## config.mk

```make
export PLATFORM = sky130hd
export DESIGN_NAME = deadline_timer_table_core
export DESIGN_NICKNAME = d
export VERILOG_FILES = /design/src/dtt_pkg.sv /design/src/dtt_ram.sv /design/src/deadline_timer_table_core.sv
export SDC_FILE = /design/constraint.sdc
export NUM_CORES = 2
export LEC_CHECK = 0
export BUFFER_PORTS_ARGS = -buffer_cell sky130_fd_sc_hd__buf_4
export CAP_MARGIN = 20
export CORE_ASPECT_RATIO = 0.7
export CORE_MARGIN = 5
export CORE_UTILIZATION = 50
export DETAILED_ROUTE_END_ITERATION = 7
export GPL_TIMING_DRIVEN = 1
export PLACE_DENSITY = 0.79
export SLEW_MARGIN = 20
export SYNTH_ARGS = -nofsm -noshare
export SYNTH_HDL_FRONTEND = slang
export SYNTH_SLANG_ARGS = --single-unit
```

## constraint.sdc

```tcl
create_clock -name clk -period 8.88 [get_ports clk]
set_clock_uncertainty 0.1 [all_clocks]
set_input_delay 0.444 -clock clk [delete_from_list [all_inputs] [get_ports clk]]
set_output_delay 0.444 -clock clk [all_outputs]
set_load 0.03 [all_outputs]
```

## src/dtt_pkg.sv

```systemverilog
// dtt_pkg: shared types, command codes and helpers for the deadline timer table.
// Used by deadline_timer_table_core; depends on nothing.
`timescale 1ns / 1ps
package dtt_pkg;

	// default table size and register reset
	localparam int unsigned DTT_SLOTS_DEF = 16;
	localparam logic [31:0] ROLLBACK_RESET = 32'd3600000;
	localparam logic [63:0] ALL_ONES = 64'hFFFF_FFFF_FFFF_FFFF;

	// command codes
	localparam logic [2:0] MODE_ADD     = 3'd0;
	localparam logic [2:0] MODE_CANCEL  = 3'd1;
	localparam logic [2:0] MODE_REFRESH = 3'd2;
	localparam logic [2:0] MODE_RESET   = 3'd3;
	localparam logic [2:0] MODE_SCAN    = 3'd4;
	localparam logic [2:0] MODE_QUERY   = 3'd5;

	// sequencer states
	typedef enum logic [2:0] {
		ST_IDLE,
		ST_DECODE,
		ST_RST2,
		ST_HIT,
		ST_SWEEP,
		ST_FINISH,
		ST_OUT
	} dtt_state_t;

	// base + period, saturating at all ones
	function automatic logic [63:0] sat_add(input logic [63:0] a, input logic [31:0] b);
		logic [64:0] s;
		s = {1'b0, a} + {33'b0, b};
		return s[64] ? ALL_ONES : s[63:0];
	endfunction

endpackage

```

## src/dtt_ram.sv

```systemverilog
// dtt_ram: generic one-write, one-read RAM with registered read and write-first bypass.
// No dependencies.
`timescale 1ns / 1ps
module dtt_ram #(
	parameter int unsigned WIDTH = 64,
	parameter int unsigned DEPTH = 16
) (
	input  logic                     clk,
	input  logic                     we,
	input  logic [$clog2(DEPTH)-1:0] waddr,
	input  logic [WIDTH-1:0]         wdata,
	input  logic [$clog2(DEPTH)-1:0] raddr,
	output logic [WIDTH-1:0]         rdata
);
	logic [WIDTH-1:0] mem [DEPTH];

	always_ff @(posedge clk) begin
		if (we) begin
			mem[waddr] <= wdata;
		end
		// a same-cycle write to the read address is passed through
		if (we && (waddr == raddr)) begin
			rdata <= wdata;
		end else begin
			rdata <= mem[raddr];
		end
	end
endmodule

```

## src/deadline_timer_table_core.sv

```systemverilog
// deadline_timer_table_core: timer slot table with add/cancel/refresh/re-period,
// wait query and ordered expiry scan. Depends on dtt_pkg and dtt_ram.
//
//   channel  dir  handshake         payload
//   s        in   s_tvalid/tready   tuser: mode; tdata: id, period, repeat, restart, now
//   m        out  m_tvalid/tready   tdata: ok, id, expired, wait, notify; tlast: last
//   cfg      in   cfg_we            cfg_wdata: rollback limit (ms)
//
// One command at a time; a single 64-bit compare unit sweeps the slots one per cycle.
// Add and query: decode, a sweep of all slots, finish, output; reset period adds a write before the sweep.
// Cancel, refresh, full-table add, matching or failed reset period, empty scan: decode, then output.
// Scan: decode and a hit pass, then output if nothing expires, else sweep, finish, output per expired slot.
// Reset clears all control state; slot periods and deadlines need no clearing.
// Output stalls hold the sequencer; no new command is taken until the last word leaves.
`timescale 1ns / 1ps
module deadline_timer_table_core
	import dtt_pkg::*;
#(
	parameter int unsigned TIMER_SLOTS = DTT_SLOTS_DEF
) (
	input  logic         clk,
	input  logic         arst_n,
	input  logic         s_tvalid,
	output logic         s_tready,
	input  logic [2:0]   s_tuser,   // [2:0] mode
	input  logic [103:0] s_tdata,   // timer_id[3:0] period_ms[35:4] repeat_flag[36]
	                                // restart[37] now_ms[101:38], zero fill above
	output logic         m_tvalid,
	input  logic         m_tready,
	output logic [71:0]  m_tdata,   // ok[0] result_id[4:1] expired_valid[5]
	                                // wait_ms[69:6] front_notify[70], zero fill above
	output logic         m_tlast,
	input  logic         cfg_we,
	input  logic [31:0]  cfg_wdata
);
	localparam int unsigned IDXW = $clog2(TIMER_SLOTS);
	localparam logic [IDXW-1:0] LAST_IDX = IDXW'(TIMER_SLOTS - 1);

	dtt_state_t state_q, state_d;

	// latched command
	logic [2:0]  mode_q;
	logic [3:0]  id_q;
	logic [31:0] period_q;
	logic        rep_q, restart_q;
	logic [63:0] now_q;

	// slot flags and global state
	logic [TIMER_SLOTS-1:0] active_q, repeat_q, cand_q;
	logic                   notify_q, rb_q, found_q;
	logic [63:0]            prev_q, best_dl_q, start_q;
	logic [31:0]            limit_q;
	logic [IDXW-1:0]        ptr_q, ptr_d, best_q, target_q;

	// result register
	logic        ok_q, ev_q, fn_q, last_q;
	logic [3:0]  rid_q;
	logic [63:0] wait_q;

	// slot memories
	logic            dl_we, per_we;
	logic [IDXW-1:0] wr_addr;
	logic [63:0]     dl_wd, rd_dl;
	logic [31:0]     rd_per;

	logic                   s_acc, m_acc, inrange, free_any, upd, sweep_end;
	logic [IDXW-1:0]        free_idx, best_next;
	logic [TIMER_SLOTS-1:0] hit_next, cand_left;
	logic [64:0]            lim;

	assign s_acc = s_tvalid && s_tready;
	assign m_acc = m_tvalid && m_tready;
	assign inrange = (32'(id_q) < 32'(TIMER_SLOTS));
	assign lim = {1'b0, now_q} + {33'b0, limit_q};

	// lowest free slot
	always_comb begin
		free_any = 1'b0;
		free_idx = '0;
		for (int i = TIMER_SLOTS - 1; i >= 0; i--) begin
			if (!active_q[i]) begin
				free_any = 1'b1;
				free_idx = IDXW'(i);
			end
		end
	end

	// shared compare unit: one slot per cycle
	assign upd = cand_q[ptr_q] && (!found_q || (rd_dl < best_dl_q));
	assign best_next = upd ? ptr_q : best_q;
	assign sweep_end = (ptr_q == LAST_IDX);
	assign hit_next = cand_q | ((active_q[ptr_q] && (rb_q || rd_dl <= now_q))
		? (TIMER_SLOTS'(1) << ptr_q) : '0);
	assign cand_left = cand_q & ~(TIMER_SLOTS'(1) << ptr_q);

	dtt_ram #(.WIDTH(64), .DEPTH(TIMER_SLOTS)) u_dl (
		.clk(clk), .we(dl_we), .waddr(wr_addr), .wdata(dl_wd),
		.raddr(ptr_d), .rdata(rd_dl)
	);
	dtt_ram #(.WIDTH(32), .DEPTH(TIMER_SLOTS)) u_per (
		.clk(clk), .we(per_we), .waddr(wr_addr), .wdata(period_q),
		.raddr(ptr_d), .rdata(rd_per)
	);

	// next state and read pointer
	always_comb begin
		state_d = state_q;
		ptr_d = ptr_q;
		unique case (state_q)
			ST_IDLE: begin
				if (s_acc) begin
					state_d = ST_DECODE;
					ptr_d = IDXW'(s_tdata[3:0]);
				end
			end
			ST_DECODE: begin
				ptr_d = '0;
				priority if (mode_q == MODE_ADD && free_any) begin
					state_d = ST_SWEEP;
				end else if (mode_q == MODE_QUERY) begin
					state_d = ST_SWEEP;
				end else if (mode_q == MODE_SCAN && (|active_q)) begin
					state_d = ST_HIT;
				end else if (mode_q == MODE_RESET && inrange && active_q[ptr_q]
					&& (restart_q || period_q != rd_per)) begin
					state_d = ST_RST2;
					ptr_d = ptr_q;
				end else begin
					state_d = ST_OUT;
					ptr_d = ptr_q;
				end
			end
			ST_RST2: begin
				state_d = ST_SWEEP;
				ptr_d = '0;
			end
			ST_HIT: begin
				ptr_d = ptr_q + 1'b1;
				if (sweep_end) begin
					ptr_d = '0;
					state_d = (|hit_next) ? ST_SWEEP : ST_OUT;
				end
			end
			ST_SWEEP: begin
				ptr_d = ptr_q + 1'b1;
				if (sweep_end) begin
					ptr_d = best_next;
					state_d = ST_FINISH;
				end
			end
			ST_FINISH: begin
				state_d = ST_OUT;
			end
			ST_OUT: begin
				if (m_acc) begin
					if (mode_q == MODE_SCAN && (|cand_q)) begin
						state_d = ST_SWEEP;
						ptr_d = '0;
					end else begin
						state_d = ST_IDLE;
					end
				end
			end
			default: state_d = ST_IDLE;
		endcase
	end

	// handshakes and memory writes
	always_comb begin
		s_tready = (state_q == ST_IDLE);
		m_tvalid = (state_q == ST_OUT);
		dl_we = 1'b0;
		per_we = 1'b0;
		wr_addr = ptr_q;
		dl_wd = sat_add(now_q, rd_per);
		unique case (state_q)
			ST_DECODE: begin
				if (mode_q == MODE_ADD && free_any) begin
					dl_we = 1'b1;
					per_we = 1'b1;
					wr_addr = free_idx;
					dl_wd = sat_add(now_q, period_q);
				end else if (mode_q == MODE_REFRESH && inrange && active_q[ptr_q]) begin
					dl_we = 1'b1;
				end
			end
			ST_RST2: begin
				dl_we = 1'b1;
				per_we = 1'b1;
				dl_wd = sat_add(start_q, period_q);
			end
			ST_FINISH: begin
				dl_we = (mode_q == MODE_SCAN) && repeat_q[ptr_q];
			end
			default: ;
		endcase
	end

	assign m_tdata = {1'b0, fn_q, wait_q, ev_q, rid_q, ok_q};
	assign m_tlast = last_q;

	// control state
	always_ff @(posedge clk or negedge arst_n) begin
		if (!arst_n) begin
			state_q <= ST_IDLE;
			ptr_q <= '0;
			active_q <= '0;
			repeat_q <= '0;
			notify_q <= 1'b0;
			prev_q <= '0;
			limit_q <= ROLLBACK_RESET;
		end else begin
			state_q <= state_d;
			ptr_q <= ptr_d;
			if (cfg_we) begin
				limit_q <= cfg_wdata;
			end
			unique case (state_q)
				ST_DECODE: begin
					if (mode_q == MODE_ADD && free_any) begin
						active_q[free_idx] <= 1'b1;
						repeat_q[free_idx] <= rep_q;
					end
					if (mode_q == MODE_CANCEL && inrange) begin
						active_q[ptr_q] <= 1'b0;
					end
					if (mode_q == MODE_QUERY) begin
						notify_q <= 1'b0;
					end
					if (mode_q == MODE_SCAN && (|active_q)) begin
						prev_q <= now_q;
					end
				end
				ST_FINISH: begin
					if (mode_q == MODE_SCAN) begin
						if (!repeat_q[ptr_q]) begin
							active_q[ptr_q] <= 1'b0;
						end
					end else if (mode_q != MODE_QUERY && best_q == target_q && !notify_q) begin
						notify_q <= 1'b1;
					end
				end
				default: ;
			endcase
		end
	end

	// command and sweep datapath
	always_ff @(posedge clk) begin
		if (s_acc) begin
			mode_q <= s_tuser;
			id_q <= s_tdata[3:0];
			period_q <= s_tdata[35:4];
			rep_q <= s_tdata[36];
			restart_q <= s_tdata[37];
			now_q <= s_tdata[101:38];
		end
		unique case (state_q)
			ST_DECODE: begin
				ev_q <= 1'b0;
				wait_q <= '0;
				fn_q <= 1'b0;
				last_q <= 1'b1;
				found_q <= 1'b0;
				// add sweeps the new slot too; scan builds its set in the hit pass
				rid_q <= (mode_q == MODE_ADD) ? 4'(free_idx) : '0;
				target_q <= (mode_q == MODE_ADD) ? free_idx : ptr_q;
				cand_q <= (mode_q == MODE_SCAN) ? '0
					: ((mode_q == MODE_ADD) ? (active_q | (TIMER_SLOTS'(1) << free_idx))
					: active_q);
				rb_q <= !lim[64] && (lim[63:0] < prev_q);
				start_q <= restart_q ? now_q : ((rd_dl >= {32'b0, rd_per})
					? (rd_dl - {32'b0, rd_per}) : '0);
				unique case (mode_q)
					MODE_ADD: ok_q <= free_any;
					MODE_CANCEL, MODE_REFRESH: ok_q <= inrange && active_q[ptr_q];
					MODE_RESET: ok_q <= inrange
						&& ((period_q == rd_per && !restart_q) || active_q[ptr_q]);
					MODE_SCAN: ok_q <= 1'b1;
					MODE_QUERY: ok_q <= 1'b1;
					default: ok_q <= 1'b0;
				endcase
			end
			ST_HIT: cand_q <= hit_next;
			ST_SWEEP: begin
				if (upd) begin
					best_dl_q <= rd_dl;
				end
				best_q <= best_next;
				found_q <= found_q || upd;
			end
			ST_FINISH: begin
				unique case (mode_q)
					MODE_SCAN: begin
						cand_q <= cand_left;
						rid_q <= 4'(ptr_q);
						ev_q <= 1'b1;
						last_q <= (cand_left == '0);
					end
					MODE_QUERY: begin
						wait_q <= !found_q ? ALL_ONES
							: ((now_q >= best_dl_q) ? '0 : (best_dl_q - now_q));
					end
					default: fn_q <= (best_q == target_q) && !notify_q;
				endcase
			end
			ST_OUT: begin
				if (m_acc) begin
					found_q <= 1'b0;
				end
			end
			default: ;
		endcase
	end

	// a result is only shown in the output state, and never while a command is taken
	a_out_state: assert property (@(posedge clk) disable iff (!arst_n)
		m_tvalid |-> !s_tready) else $error("output and input open together");
	// a notify result leaves the notify flag raised
	a_notify: assert property (@(posedge clk) disable iff (!arst_n)
		(m_tvalid && fn_q) |-> notify_q) else $error("notify without flag");
	// expired ids only come from a scan
	a_expired: assert property (@(posedge clk) disable iff (!arst_n)
		(m_tvalid && ev_q) |-> (mode_q == MODE_SCAN)) else $error("expiry outside scan");
	// a non-last scan word leaves expired slots pending
	a_more: assert property (@(posedge clk) disable iff (!arst_n)
		(m_tvalid && !last_q) |-> (|cand_q)) else $error("scan word without successor");
endmodule
```

==> reports/results.ini <==
[floorplanning]
coreArea_mm2=0.1967
io_pins=219
die_h_um=382.5
num_rows=136
start_util=0.5037
die_x_um=542.1
die-area_mm2=0.2073

[timing]
hold_viol=0
tns_ns=0
min_period_ns=7.375
grt_setup_unrepaired=no
setup_viol=0
max_freq_mhz=135.6
final.period_utilization=0.8305
drv_slew=0
relSlewSlack=0.2112
worst_slew_pin_slew_ns=1.165

[pwr]
power_uw=38100
power.leakage_uw=0.03890
power_density_mw_per_mm2=339.5
ir_drop_v=0.0003328

[detailed_routing]
ant_nets=0
drt_iter0_drc=9974
drc_errors=18
routed_wl_um=332100
drt-wirelength-per-cell_um=32.64
vias_per_cell=6.682
dr.pass1.iters=8
route.vias.total=68000

[synthesis]
synthAdderAreaFrac=0.05425
synth_top_area_frac=0.5646
synth_top_family_by_area=multiplexers
synth_common_cells=edfxtp_1 (1,863), mux4_2 (490), a21oi_1 (439)
async_flop_share=0.06790
synth-xor-area-share=0.02899
ys_seq_area_frac=0.5999
synth_ff_type=edfxtp_1
ys_seq_elements=2003
syn-instance-count=6974
yosysMostFrequentCell=edfxtp_1
syn-num-nets=7544
avgSynthCellArea_um2=14.21
synth_edf_count=1863
synthSimpleGateAreaFrac=0.06884
synth.area.top_cells=edfxtp_1 (56%), mux4_2 (11%), ha_1 (5.3%), dfrtp_1 (3.2%), a21oi_1 (2.2%)
synth-warning-count=0
synth.cell_area_mm2=0.09909
yosysTopAreaCell=edfxtp_1
synthMuxAreaShare=0.1209
ys_types=98
synth-compound-area-share=0.1006

[critical_path]
path_cells=buf_4 > buf_4 > mux4_2 > mux4_2 > ha_1 > o21a_1 > o31a_1 > o311ai_0 > o21ai_0 > a31o_2 > a21oi_1 > nand4_1 > nor3_1 > xnor2_1 > a211oi_1
critPathKind=flop to flop
cpPeakStageDelay_ns=0.84
cp-end-kind=flop
slowest_stage=dfxtp_4
arrival_ns=7.95
worstPathMaxFanout=50
start_kind=flop
cp.required_ns=9.45

[global_route]
grt_max_degree=103
overflow=0
antenna_found_initial=12
grt_pass1_vias=66100
grt_pass1_wl_um=471300
grtUsageTotal=0.3144

[clock_tree]
post_cts_buffers=0
clk_latency_ns=0.88
cts_max_path_buffers=3
cts_root_buf=clkbuf_16
cts_buffers=183
cts_hold_buf=140
cts_tree=yes
cts_num_sinks=2003
path_clk_slew_ns=0.07
htree_levels=4
cts-resized-gates=0

[place]
hpwl_um=218400
portBuffers=215
placed_area_mm2=0.1046
post-place-cells=9687
globalplace.congestion=0.9997

[run_status]
violations=DRC
status=finished with violations

[hold_path]
hold_path_class=input pin to flop

[run]
maxCapViolCount=0

[finish]
final_cells=10180
multiInputGateArea_mm2=0.03736
fill_cells=14990
area_delta_synth_final_pct=13.28
fin_nets=7966
ff_latch_area_mm2=0.05946
fin_area_mm2=0.1122
drive_gt1_frac=0.1838

==> metrics by stage <==
stage	worst slack, ns	util	hold slack [ns]
6_report	1.505	0.5706	0.04749
5_1_grt	1.319	0.5706	0.02705
4_1_cts	1.772	0.5703	0.0004142
3_5_place_dp	1.794	0.5317	0.3701
3_3_place_gp	1.593	0.5317	0.3628
2_1_floorplan	1.268	-	0.04841
==> power breakdown <==
group	switching [µW]	internal, µW	total, µW
Clock	3770	4410	8180
Sequential	364	12300	12700
Combinational	11100	6160	17300
==> routing by layer <==
layer | up-vias | wire (µm) | track usage
li1 | 28310 | - | -
met3 | 682 | 46420 | 0.1034
met4 | 8 | 12030 | 0.1008
met5 | - | 216 | 0.002783
met2 | 4973 | 143100 | 0.4608
met1 | 34020 | 130300 | 0.4465
==> kinds of logic after synthesis <==
kind of cell / count (synthesis)
buffers and inverters: 650
flip-flops: 2003
adder cells (fa/ha/maj): 426
other: 1
AO/OA/AOI/OAI: 1586
XOR/XNOR: 328
AND/OR/NAND/NOR: 1403
multiplexers: 577
==> sequential cells by signal (all words and copies together), names as in the netlist, 3 cells and up, named ones only <==
| name | count |
|---|---|
| target_q | 4 |
| cand_q | 16 |
| limit_q | 32 |
| u_per.mem | 512 |
| rid_q | 4 |
| active_q | 16 |
| u_dl.mem | 1024 |
| prev_q | 64 |
| mode_q | 3 |
| state_q | 3 |
| start_q | 64 |
| ptr_q | 4 |
| period_q | 32 |
| best_q | 4 |
| best_dl_q | 64 |
| repeat_q | 16 |
| now_q | 64 |
| wait_q | 64 |
==> layout make-up <==
type / count / share of cell area
flip-flops and latches: 2003 / 0.5297
inverters: 316 / 0.01059
multi-input cells: 4321 / 0.3328
clock buffers: 205 / 0.04153
diodes: 1 / 0.00002229
clock inverters: 137 / 0.01366
well taps: 2622 / 0.02923
repair buffers: 571 / 0.04246
==> worst max-delay path: cells and delay by family, from the launching register on <==
kind                     cells  cell delay, ns
AND/OR/NAND/NOR              2            0.82
multiplexers                 2            1.12
AO/OA/AOI/OAI                7            2.54
adder cells (fa/ha/maj)      1            0.47
XOR/XNOR                     1            0.10
buffers and inverters        2            1.00
flip-flops                   1            0.84
==> placed cells by master (no fill, tap or decap), types with 154 or more instances in the layout <==
master / synthesis / layout
edfxtp_1: 1863 / 1863
mux4_2: 490 / 490
a21oi_1: 439 / 434
nand2_1: 421 / 421
ha_1: 420 / 420
buf_4: 14 / 417
o21ai_0: 413 / 411
inv_1: 306 / 306
nor2_1: 325 / 303
xnor2_1: 208 / 208
clkbuf_16: 0 / 183
a21o_1: 154 / 154
==> worst paths after layout <==
check	startpoint	to	slack, ns	cells after the start
max reg2reg	flop	start_q[59]	1.51	15
min	cfg_we	limit_q[29]	0.05	2
min reg2reg	prev_q[61]	prev_q[61]	0.38	2
min in group asynchronous	arst_n	repeat_q[1]	0.10	2
max in group asynchronous	arst_n	limit_q[26]	7.15	3
max	flop	start_q[59]	1.51	15
Power figures use the tool's default switching activity.
